$ cat src/sca_pkg.sv
// ----------------------------------------------------------------------------
// Smart card ATR/PPS receiver package
// Shared types, codes and constant tables of the receiver.
// ----------------------------------------------------------------------------
package sca_pkg;

  // Input command codes.
  typedef enum logic [1:0] {
    CMD_RESET = 2'd0,
    CMD_BYTE  = 2'd1,
    CMD_ARM   = 2'd2,
    CMD_IDLE  = 2'd3
  } cmd_e;

  // Configuration register indexes.
  localparam logic REG_EXPECTED_PPS0   = 1'b0;
  localparam logic REG_DEFAULT_DIVISOR = 1'b1;

  // Configuration reset values.
  localparam logic [7:0] RESET_PPS0    = 8'h10;
  localparam logic [3:0] RESET_DIVISOR = 4'd2;

  // Phase codes as reported with each result.
  localparam logic [2:0] PHASE_IDLE   = 3'd0;
  localparam logic [2:0] PHASE_ATR    = 3'd1;
  localparam logic [2:0] PHASE_HEADER = 3'd2;
  localparam logic [2:0] PHASE_DATA   = 3'd3;
  localparam logic [2:0] PHASE_DONE   = 3'd4;

  // Protocol bytes.
  localparam logic [7:0] PPS_START = 8'hFF;
  localparam logic [7:0] PPS_ZERO  = 8'h00;

  // Kind of work handed from the front to the back.
  typedef enum logic [1:0] {
    JOB_STATUS = 2'd0,
    JOB_ATR    = 2'd1,
    JOB_REJECT = 2'd2,
    JOB_ECHO   = 2'd3
  } job_kind_e;

  // One queued job: everything the back needs to emit its results.
  typedef struct packed {
    job_kind_e       kind;
    logic [3:0][7:0] bytes;
    logic [3:0]      divisor;
    logic [2:0]      phase;
    logic            timer;
  } job_t;

  // Rate table lookup result.
  typedef struct packed {
    logic       hit;
    logic [3:0] idx;
  } rate_hit_t;

  localparam int AnswerMax = 33;

  // Answer-to-reset bytes; positions past the fixed answer are zero.
  localparam logic [7:0] ANSWER_BYTES [AnswerMax] = '{
    8'h3b, 8'h97, 8'h96, 8'h80, 8'h1f, 8'hc6, 8'h45, 8'h41, 8'h4C, 8'h34, 8'h2B,
    8'h5F, 8'h54, 8'h04, 8'h00, 8'h00, 8'h00, 8'h00, 8'h00, 8'h00, 8'h00, 8'h00,
    8'h00, 8'h00, 8'h00, 8'h00, 8'h00, 8'h00, 8'h00, 8'h00, 8'h00, 8'h00, 8'h00
  };

  // Supported PPS1/PCK pairs; the last entry is only reachable with 16 entries.
  localparam logic [15:0] RATE_PAIRS [16] = '{
    16'h31DE, 16'h11FE, 16'h12FD, 16'h13FC, 16'h14FB, 16'h15FA, 16'h16F9, 16'h18F7,
    16'h917E, 16'h927D, 16'h937C, 16'h947B, 16'h957A, 16'h9679, 16'h9778, 16'h0000
  };

  // Answer byte at a given position.
  function automatic logic [7:0] answer_byte(logic [5:0] pos);
    logic [7:0] b;
    b = 8'h00;
    if (pos < 6'(AnswerMax)) begin
      b = ANSWER_BYTES[pos];
    end
    return b;
  endfunction

  // First table entry below the entry limit that matches the pair.
  function automatic rate_hit_t rate_match(logic [15:0] pair, int unsigned entries);
    rate_hit_t r;
    r = '0;
    for (int i = 15; i >= 0; i--) begin
      if (i < int'(entries) && pair == RATE_PAIRS[i]) begin
        r.hit = 1'b1;
        r.idx = 4'(i);
      end
    end
    return r;
  endfunction

endpackage

$ cat src/sca_front.sv
// ----------------------------------------------------------------------------
// Receiver front end
// Accepts items, tracks phase and byte count, and turns each item into a job.
// ----------------------------------------------------------------------------
module sca_front #(
  parameter int unsigned RATE_ENTRIES = 15
) (
  input  logic              clk_i,
  input  logic              rst_ni,
  input  logic              cfg_we_i,
  input  logic              cfg_addr_i,
  input  logic [7:0]        cfg_wdata_i,
  input  logic              in_valid_i,
  output logic              in_ready_o,
  input  logic [1:0]        command_i,
  input  logic [7:0]        rx_byte_i,
  input  logic [7:0]        data_length_i,
  output logic              job_valid_o,
  input  logic              job_ready_i,
  output sca_pkg::job_t     job_o
);

  typedef enum logic [3:0] {
    ST_IDLE   = 4'b0001,
    ST_HEADER = 4'b0010,
    ST_DATA   = 4'b0100,
    ST_DONE   = 4'b1000
  } state_e;

  state_e              state_q, state_d;
  logic [7:0]          cnt_q, cnt_d;
  logic [7:0]          exp_q, exp_d;
  logic [3:0][7:0]     fb_q, fb_d;
  logic [7:0]          pps0_q;
  logic [3:0]          div_q;
  logic [3:0][7:0]     fb_new;
  logic [7:0]          cnt_inc;
  logic                pps_due;
  logic                accept;
  sca_pkg::rate_hit_t  rate;
  sca_pkg::job_t       job;

  assign in_ready_o  = job_ready_i;
  assign accept      = in_valid_i && in_ready_o;
  assign job_valid_o = in_valid_i;
  assign job_o       = job;

  // Classify the item and work out the next state and the job.
  always_comb begin
    state_d = state_q;
    cnt_d   = cnt_q;
    exp_d   = exp_q;
    fb_d    = fb_q;
    fb_new  = fb_q;
    if (cnt_q < 8'd4) begin
      fb_new[cnt_q[1:0]] = rx_byte_i;
    end
    cnt_inc = cnt_q + 8'd1;
    pps_due = (cnt_inc == 8'd4) || (cnt_inc == 8'd3 && fb_new[1] == sca_pkg::PPS_ZERO);
    rate    = sca_pkg::rate_match({fb_new[2], fb_new[3]}, RATE_ENTRIES);

    job         = '0;
    job.kind    = sca_pkg::JOB_STATUS;
    job.bytes   = fb_new;
    job.divisor = div_q;

    case (sca_pkg::cmd_e'(command_i))
      sca_pkg::CMD_RESET: begin
        job.kind = sca_pkg::JOB_ATR;
        state_d  = ST_IDLE;
      end
      sca_pkg::CMD_ARM: begin
        exp_d   = data_length_i;
        state_d = ST_DATA;
      end
      sca_pkg::CMD_IDLE: begin
        state_d = ST_IDLE;
        cnt_d   = 8'd0;
      end
      sca_pkg::CMD_BYTE: begin
        fb_d  = fb_new;
        cnt_d = cnt_inc;
        if (state_q == ST_IDLE) begin
          if (fb_new[0] == sca_pkg::PPS_START) begin
            if (pps_due) begin
              cnt_d = 8'd0;
              if (fb_new[1] != pps0_q) begin
                job.kind = sca_pkg::JOB_REJECT;
              end else if ((fb_new[0] ^ fb_new[1] ^ fb_new[2]) != fb_new[3]) begin
                // Bad check byte: only a status result goes out.
                job.kind = sca_pkg::JOB_STATUS;
              end else if (rate.hit) begin
                job.kind    = sca_pkg::JOB_ECHO;
                job.divisor = rate.idx + 4'd1;
              end else begin
                job.kind = sca_pkg::JOB_REJECT;
              end
            end
          end else if (cnt_inc == 8'd5) begin
            job.timer = 1'b1;
            state_d   = ST_HEADER;
          end
        end else if (state_q == ST_DATA && cnt_inc == exp_q) begin
          job.timer = 1'b1;
          state_d   = ST_DONE;
        end
      end
      default: begin
        state_d = state_q;
      end
    endcase

    // Phase code reported with a status result.
    case (state_d)
      ST_IDLE:   job.phase = sca_pkg::PHASE_IDLE;
      ST_HEADER: job.phase = sca_pkg::PHASE_HEADER;
      ST_DATA:   job.phase = sca_pkg::PHASE_DATA;
      ST_DONE:   job.phase = sca_pkg::PHASE_DONE;
      default:   job.phase = sca_pkg::PHASE_IDLE;
    endcase
  end

  // Control state and configuration registers.
  always_ff @(posedge clk_i or negedge rst_ni) begin
    if (!rst_ni) begin
      state_q <= ST_IDLE;
      cnt_q   <= 8'd0;
      exp_q   <= 8'd0;
      pps0_q  <= sca_pkg::RESET_PPS0;
      div_q   <= sca_pkg::RESET_DIVISOR;
    end else begin
      if (accept) begin
        state_q <= state_d;
        cnt_q   <= cnt_d;
        exp_q   <= exp_d;
      end
      if (cfg_we_i && cfg_addr_i == sca_pkg::REG_EXPECTED_PPS0) begin
        pps0_q <= cfg_wdata_i;
      end
      if (cfg_we_i && cfg_addr_i == sca_pkg::REG_DEFAULT_DIVISOR) begin
        div_q <= cfg_wdata_i[3:0];
      end
    end
  end

  // Stored first bytes; their contents are undefined until written.
  always_ff @(posedge clk_i) begin
    if (accept) begin
      fb_q <= fb_d;
    end
  end

endmodule

$ cat src/sca_queue.sv
// ----------------------------------------------------------------------------
// Job queue
// Two-entry queue that decouples the front end from the result sequencer.
// ----------------------------------------------------------------------------
module sca_queue (
  input  logic          clk_i,
  input  logic          rst_ni,
  input  logic          push_valid_i,
  output logic          push_ready_o,
  input  sca_pkg::job_t push_data_i,
  output logic          pop_valid_o,
  input  logic          pop_ready_i,
  output sca_pkg::job_t pop_data_o
);

  sca_pkg::job_t ent_q [2];
  logic          wr_ptr_q, rd_ptr_q;
  logic [1:0]    cnt_q, cnt_d;
  logic          push, pop;

  assign push_ready_o = (cnt_q != 2'd2);
  assign pop_valid_o  = (cnt_q != 2'd0);
  assign pop_data_o   = ent_q[rd_ptr_q];
  assign push         = push_valid_i && push_ready_o;
  assign pop          = pop_valid_o && pop_ready_i;

  // Occupancy follows pushes and pops.
  always_comb begin
    cnt_d = cnt_q;
    if (push && !pop) begin
      cnt_d = cnt_q + 2'd1;
    end else if (pop && !push) begin
      cnt_d = cnt_q - 2'd1;
    end
  end

  // Pointers and fill level.
  always_ff @(posedge clk_i or negedge rst_ni) begin
    if (!rst_ni) begin
      wr_ptr_q <= 1'b0;
      rd_ptr_q <= 1'b0;
      cnt_q    <= 2'd0;
    end else begin
      cnt_q <= cnt_d;
      if (push) begin
        wr_ptr_q <= ~wr_ptr_q;
      end
      if (pop) begin
        rd_ptr_q <= ~rd_ptr_q;
      end
    end
  end

  // Entry storage.
  always_ff @(posedge clk_i) begin
    if (push) begin
      ent_q[wr_ptr_q] <= push_data_i;
    end
  end

endmodule

$ cat src/sca_back.sv
// ----------------------------------------------------------------------------
// Result sequencer
// Expands each queued job into its result items, one per cycle unless stalled.
// ----------------------------------------------------------------------------
module sca_back #(
  parameter int unsigned ANSWER_LENGTH = 14
) (
  input  logic          clk_i,
  input  logic          rst_ni,
  input  logic          job_valid_i,
  output logic          job_ready_o,
  input  sca_pkg::job_t job_i,
  output logic          out_valid_o,
  input  logic          out_ready_i,
  output logic          send_valid_o,
  output logic [7:0]    tx_byte_o,
  output logic          last_o,
  output logic          set_divisor_o,
  output logic [3:0]    divisor_o,
  output logic [2:0]    phase_now_o,
  output logic          start_wait_timer_o
);

  localparam int unsigned MaxCount = (ANSWER_LENGTH > 4) ? ANSWER_LENGTH : 4;
  localparam int unsigned IdxW     = $clog2(MaxCount);
  localparam logic [IdxW-1:0] AtrLast = IdxW'(ANSWER_LENGTH - 1);

  logic [IdxW-1:0] idx_q;
  logic            ov_q;
  logic            load;
  logic            r_send, r_last, r_setdiv, r_timer;
  logic [7:0]      r_tx;
  logic [3:0]      r_div;
  logic [2:0]      r_phase;

  assign load        = job_valid_i && (!ov_q || out_ready_i);
  assign job_ready_o = load && r_last;

  // Result at the current position of the head job.
  always_comb begin
    r_send   = 1'b1;
    r_tx     = 8'h00;
    r_last   = 1'b0;
    r_setdiv = 1'b0;
    r_phase  = sca_pkg::PHASE_IDLE;
    r_timer  = 1'b0;
    case (job_i.kind)
      sca_pkg::JOB_STATUS: begin
        r_send  = 1'b0;
        r_last  = 1'b1;
        r_phase = job_i.phase;
        r_timer = job_i.timer;
      end
      sca_pkg::JOB_ATR: begin
        r_tx     = sca_pkg::answer_byte(6'(idx_q));
        r_last   = (idx_q == AtrLast);
        r_setdiv = (idx_q == '0);
        r_phase  = sca_pkg::PHASE_ATR;
      end
      sca_pkg::JOB_REJECT: begin
        r_tx     = (idx_q == IdxW'(1)) ? sca_pkg::PPS_ZERO : sca_pkg::PPS_START;
        r_last   = (idx_q == IdxW'(2));
        r_setdiv = r_last;
      end
      sca_pkg::JOB_ECHO: begin
        r_tx     = job_i.bytes[idx_q[1:0]];
        r_last   = (idx_q == IdxW'(3));
        r_setdiv = r_last;
      end
      default: begin
        r_send = 1'b0;
        r_last = 1'b1;
      end
    endcase
    r_div = r_setdiv ? job_i.divisor : 4'd0;
  end

  // Position counter and output valid.
  always_ff @(posedge clk_i or negedge rst_ni) begin
    if (!rst_ni) begin
      idx_q <= '0;
      ov_q  <= 1'b0;
    end else begin
      if (load) begin
        ov_q  <= 1'b1;
        idx_q <= r_last ? '0 : idx_q + IdxW'(1);
      end else if (out_ready_i) begin
        ov_q <= 1'b0;
      end
    end
  end

  // Output payload register.
  always_ff @(posedge clk_i) begin
    if (load) begin
      send_valid_o       <= r_send;
      tx_byte_o          <= r_tx;
      last_o             <= r_last;
      set_divisor_o      <= r_setdiv;
      divisor_o          <= r_div;
      phase_now_o        <= r_phase;
      start_wait_timer_o <= r_timer;
    end
  end

  assign out_valid_o = ov_q;

endmodule

$ cat src/smart_card_atr_pps_receiver.sv
// ----------------------------------------------------------------------------
// Smart card ATR/PPS receiver
// Card-side answer-to-reset and PPS baud negotiation front end.
// ----------------------------------------------------------------------------
// Usage:
//   The input channel (in_valid_i/in_ready_o) carries one item per command:
//   reset request, received byte, arm data phase or return to idle. The output
//   channel (out_valid_o/out_ready_i) carries result items; last_o marks the
//   final result of an item. Configuration writes use cfg_we_i, cfg_addr_i and
//   cfg_wdata_i and take effect at once; write them only while the block idles.
//   When the sequencer is free, an accepted item passes through the job queue
//   and the output register before its first result is offered. The result
//   sequencer emits one result per cycle while out_ready_i is high, so an item
//   yields one result (status), three or four results (PPS reply) or
//   ANSWER_LENGTH results (answer-to-reset); that sequencer sets the sustained rate.
//   Items are taken back to back while the two-entry job queue has room.
//   When the receiver holds out_ready_i low, the output register holds its
//   result, the queue fills and in_ready_o drops.
//   Reset clears the phase, the byte count and the armed count, loads the
//   configuration defaults and empties the queue and output register.
// ----------------------------------------------------------------------------
module smart_card_atr_pps_receiver #(
  parameter int unsigned ANSWER_LENGTH = 14,
  parameter int unsigned RATE_ENTRIES  = 15
) (
  input  logic       clk_i,
  input  logic       rst_ni,
  input  logic       cfg_we_i,
  input  logic       cfg_addr_i,
  input  logic [7:0] cfg_wdata_i,
  input  logic       in_valid_i,
  output logic       in_ready_o,
  input  logic [1:0] command_i,
  input  logic [7:0] rx_byte_i,
  input  logic [7:0] data_length_i,
  output logic       out_valid_o,
  input  logic       out_ready_i,
  output logic       send_valid_o,
  output logic [7:0] tx_byte_o,
  output logic       last_o,
  output logic       set_divisor_o,
  output logic [3:0] divisor_o,
  output logic [2:0] phase_now_o,
  output logic       start_wait_timer_o
);

  logic          fq_valid, fq_ready;
  sca_pkg::job_t fq_job;
  logic          qb_valid, qb_ready;
  sca_pkg::job_t qb_job;

  // Front end: classification and state.
  sca_front #(
    .RATE_ENTRIES(RATE_ENTRIES)
  ) u_front (
    .clk_i        (clk_i),
    .rst_ni       (rst_ni),
    .cfg_we_i     (cfg_we_i),
    .cfg_addr_i   (cfg_addr_i),
    .cfg_wdata_i  (cfg_wdata_i),
    .in_valid_i   (in_valid_i),
    .in_ready_o   (in_ready_o),
    .command_i    (command_i),
    .rx_byte_i    (rx_byte_i),
    .data_length_i(data_length_i),
    .job_valid_o  (fq_valid),
    .job_ready_i  (fq_ready),
    .job_o        (fq_job)
  );

  // Job queue between the two halves.
  sca_queue u_queue (
    .clk_i       (clk_i),
    .rst_ni      (rst_ni),
    .push_valid_i(fq_valid),
    .push_ready_o(fq_ready),
    .push_data_i (fq_job),
    .pop_valid_o (qb_valid),
    .pop_ready_i (qb_ready),
    .pop_data_o  (qb_job)
  );

  // Back end: result sequencing.
  sca_back #(
    .ANSWER_LENGTH(ANSWER_LENGTH)
  ) u_back (
    .clk_i             (clk_i),
    .rst_ni            (rst_ni),
    .job_valid_i       (qb_valid),
    .job_ready_o       (qb_ready),
    .job_i             (qb_job),
    .out_valid_o       (out_valid_o),
    .out_ready_i       (out_ready_i),
    .send_valid_o      (send_valid_o),
    .tx_byte_o         (tx_byte_o),
    .last_o            (last_o),
    .set_divisor_o     (set_divisor_o),
    .divisor_o         (divisor_o),
    .phase_now_o       (phase_now_o),
    .start_wait_timer_o(start_wait_timer_o)
  );

endmodule

$ cat config.mk
export PLATFORM = sky130hd
export DESIGN_NAME = smart_card_atr_pps_receiver
export DESIGN_NICKNAME = d
export VERILOG_FILES = /design/src/sca_pkg.sv /design/src/sca_front.sv /design/src/sca_queue.sv /design/src/sca_back.sv /design/src/smart_card_atr_pps_receiver.sv
export SDC_FILE = /design/constraint.sdc
export NUM_CORES = 1
export LEC_CHECK = 0
export BUFFER_PORTS_ARGS = -buffer_cell sky130_fd_sc_hd__buf_4
export CORE_MARGIN = 4
export CORE_UTILIZATION = 58
export CTS_BUF_LIST = sky130_fd_sc_hd__clkbuf_2
export CTS_CLUSTER_SIZE = 12
export DETAILED_ROUTE_END_ITERATION = 10
export PLACE_DENSITY = 0.76
export SYNTH_ARGS = -nofsm -noshare
export SYNTH_HDL_FRONTEND = slang
export SYNTH_HIERARCHICAL = 1
export SYNTH_SLANG_ARGS = --single-unit
$ cat constraint.sdc
create_clock -name clk_i -period 3.8 [get_ports clk_i]
set_input_delay 0.19 -clock clk_i [delete_from_list [all_inputs] [get_ports clk_i]]
set_output_delay 0.19 -clock clk_i [all_outputs]
set_load 0.05 [all_outputs]
==> qor_table.md <==
| Stage | Item | Value |
| --- | --- | --- |
| run status | Result of the run | complete, no violations |
| synthesis | Ys Warns | 6 |
| worst setup path | Nature of the critical path startpoint | flop |
| timing | Post-route setup TNS | 0 ns |
| synthesis | Number of distinct library cells after synthesis | 85 |
| grt | Fraction of met3 tracks used by global routing | 4.78% |
| synthesis | Synth Flop Type | edfxtp_1 |
| route | Number of vias in the routed layout | 7412 |
| power and ir drop | Cell area power density | 721 mW/mm^2 |
| floorplanning | Number of rows in the core area | 48 |
| clocking | Clock transition at the register clock pins on the worst setup and hold paths after CTS | 0.28 ns |
| grt | Fraction of met2 tracks used by global routing | 43.5% |
| timing | Normalized max-slew margin | 31.9% |
| route | Routed WL | 25300 um |
| timing | Share of the clock period used by the worst path | 95.1% |
| synthesis | Synth Cell Area | 0.0102 sq mm |
| floorplanning | Vertical die dimension | 140 um |
| synthesis | Flops & latches, synth | 176 |
| placement | Placed wire-length estimate | 17900 um |
| worst setup path | Critical path required time | 4.29 ns |
| floorplanning | Ports placed on the boundary | 53 |
| synthesis | Most frequently used cell type in the post-synthesis netlist | edfxtp_1 |
| grt | Number of antenna violations at the first check in global routing | 1 |
| route | Wirelength per Cell | 21.1 um |
| grt | Largest net degree at the start of global routing | 43 |
| synthesis | Leading post-synthesis cells by instance count | edfxtp_1, nand2_1, o21ai_0 |
| power and ir drop | LEAKAGE | 4.46 nW |
| placement | PortBufs | 52 |
| worst setup path | Max Fanout on Critical Path | 15 |
| floorplanning | Horiz. Die Dim | 140 um |
| timing | Final Hold Violating Endpoints | 0 |
| final layout | Share of layout cells above drive strength 1 | 24.1% |
| clocking | Clock tree sinks | 176 |
| grt | First-pass GRT wire length | 40400 um |
| synthesis | Async set or reset register ratio after synthesis | 23.3% |
| synthesis | Sequential cell area fraction in the yosys report | 50.0% |
| clocking | Root buffer selected by CTS | clkbuf_2 |
| timing | Max-slew violation count | 0 |
| grt | Global router's overall resource usage | 26.2% |
| final layout | Final core utilization | 66.4% |
| synthesis | Leading area contributor after synthesis | edfxtp_1 |
| grt | Global-route met1 utilization | 35.1% |
| placement | Placer's final routability congestion estimate | 0.934 |
| timing | Worst clock skew on the final layout | 0.0492 ns |
| synthesis | Cell types occupying the most area after synthesis | edfxtp_1, dfrtp_1, mux2_4, mux2_2, xor2_1 |
| timing | Setup-violating endpoint count in the final report | 0 |
| clocking | Maximum clock insertion buffer count | 2 |
| route | Iter 0 DRT Violations | 712 |
| timing | Slew at the pin closest to its max-slew limit | 1.02 ns |
| final layout | Post-layout net count | 1012 |
| route | Drt first pass iters | 5 |
| clocking | Worst-skew pair later-pin latency | 0.74 ns |
| floorplanning | Die area | 0.0197 sq mm |
| route | DRC | 0 |
| clocking | H-tree lvl count | 4 |
| worst setup path | CP Capture Type | flop |
| synthesis | Portion of synthesized cell area occupied by the leading cell type | 39.9% |
| timing | Maximum clock rate | 277 MHz |
| synthesis | Number of instances in the synthesized netlist | 869 |
| clocking | CTS tree | built |
| timing | Final hold slack | 0.116 ns |
| final layout | Signed area change from the synthesized netlist to the final layout | 12.7% |
| route | Routed vias/inst | 6.17 |
| grt | GRT Max-Usage Layer | met2 |
| timing | RSZ-0062 raised after global routing | false |
| floorplanning | Effective utilization at floorplan | 58.9% |
| power and ir drop | Maximum resistive drop on vdd | 0.470 mV |
| synthesis | Synthesized area divided by synthesized cell count | 11.7 sq um |
| flow run | Max-cap violations | 0 |
| worst hold path | Hold WC Path Type | primary input to flop |
| grt | Remaining global-route overflow | 0 |
| clocking | Cts bufs inserted | 17 |
| synthesis | Number of flops mapped to enable cells by yosys | 135 |
| worst setup path | WS Path Type | flop to flop |
| worst setup path | Data arrival time at the worst-slack endpoint | 4.10 ns |
| synthesis | Post-synthesis net count | 919 |
| timing | Min cycle time layout | 3.62 ns |
| route | Antenna-violating nets left | 0 |
| floorplanning | Area inside the core boundary | 0.0172 sq mm |
| grt | Vias in the first global route | 7360 |
==> layer usage <==
layer / up-vias / share of wire, % / wire length (um)
met5: - / 0 / 0
met4: 0 / 2.6 / 668
met3: 48 / 6.3 / 1600
met2: 282 / 49 / 12500
met1: 3659 / 42 / 10500
li1: 3423 / - / -
==> worst max-delay path: stages (launching register included) <==
cell       delay [ns]
dfrtp_1          0.45
or4_4            0.68
or3_4            0.48
a2bb2oi_1        0.16
o32a_4           0.37
a21oi_1          0.21
o21bai_1         0.09
a21oi_1          0.30
o2111ai_4        0.24
mux2_4           0.37
==> timing repair <==
item                                    CTS  global route
resized for setup                         0             4
endpoints found under the setup margin    0             8
endpoints found under the hold margin   119             0
setup buffers                             0             0
hold buffers                             36             0
==> path summary, 6_finish.rpt <==
check,cells after the start,end,slack (ns),start
worst min-delay path,4,u_queue/ent_q[0][40],0.12,command_i[0]
max in group asynchronous,4,u_front/div_q[2],3.02,rst_ni
worst max-delay path,9,u_queue/ent_q[0][5],0.18,u_front/cnt_q[3]
worst min register to register,1,u_queue/cnt_q[1],0.51,u_queue/cnt_q[1]
min in group asynchronous,3,u_front/state_q[0],0.53,rst_ni
worst max register to register,9,u_queue/ent_q[0][5],0.18,u_front/cnt_q[3]
==> report_power, final <==
part	switching [mW]	leakage [nW]	internal (mW)	total, mW
registers	0.297	1.77	2.83	3.13
logic	2.42	2.54	1.69	4.11
clock network	0.681	0.155	0.320	1.00
==> state kept, by name, indices dropped and copies added, names as in the netlist <==
signal / cells
u_front/state_q: 4
u_front/pps0_q: 8
u_front/cnt_q: 8
u_back/out_valid_o: 1
u_front/fb_q: 32
u_back/idx_q: 4
u_back/tx_byte_o: 8
u_queue/ent_q: 84
u_back/last_o: 1
u_front/div_q: 4
u_back/send_valid_o: 1
u_back/start_wait_timer_o: 1
u_back/set_divisor_o: 1
u_back/divisor_o: 4
u_queue/cnt_q: 2
u_queue/wr_ptr_q: 1
u_front/exp_q: 8
u_queue/rd_ptr_q: 1
u_back/phase_now_o: 3
==> per-stage QoR <==
step	cell area, sq um	setup WS (ns)	power, mW	cells
2_1_floorplan	10200	0.257	6.14	869
3_3_place_gp	10800	0.208	7.10	1132
3_5_place_dp	10800	0.178	7.20	1132
4_1_cts	11400	0.101	8.24	1200
5_1_grt	11400	0.0111	8.73	1201
6_report	11400	0.184	8.25	1201
==> layout by cell type, fill, tap and decap left out, drive strengths merged, types with 32 or more instances in the layout <==
| master | count |
|---|---|
| dfrtp | 38 |
| xor2 | 33 |
| dlygate4sd3 | 35 |
| nand2 | 76 |
| xnor2 | 32 |
| o21ai | 58 |
| inv | 44 |
| edfxtp | 135 |
| mux2 | 78 |
| buf | 91 |
| nor2 | 43 |
==> layout make-up <==
type / instances / area [sq um]
fill: 1290 / 5790
sequential: 176 / 5080
multi-input combinational: 603 / 4640
timing repair buffer: 126 / 1050
tap: 225 / 282
clock inverter: 14 / 154
inverter: 38 / 143
clock buffer: 18 / 90.1
antenna: 1 / 2.50
==> cell families after synthesis <==
| kind of cell | synth area share [%] |
|---|---|
| simple gates | 13.3 |
| xor+xnor | 5.60 |
| buf+inv | 4.54 |
| flops | 50.0 |
| fa+ha+maj | 2.22 |
| mux | 12.3 |
| compound gates | 12.0 |
No activity file was read; power rests on OpenSTA's default activity.
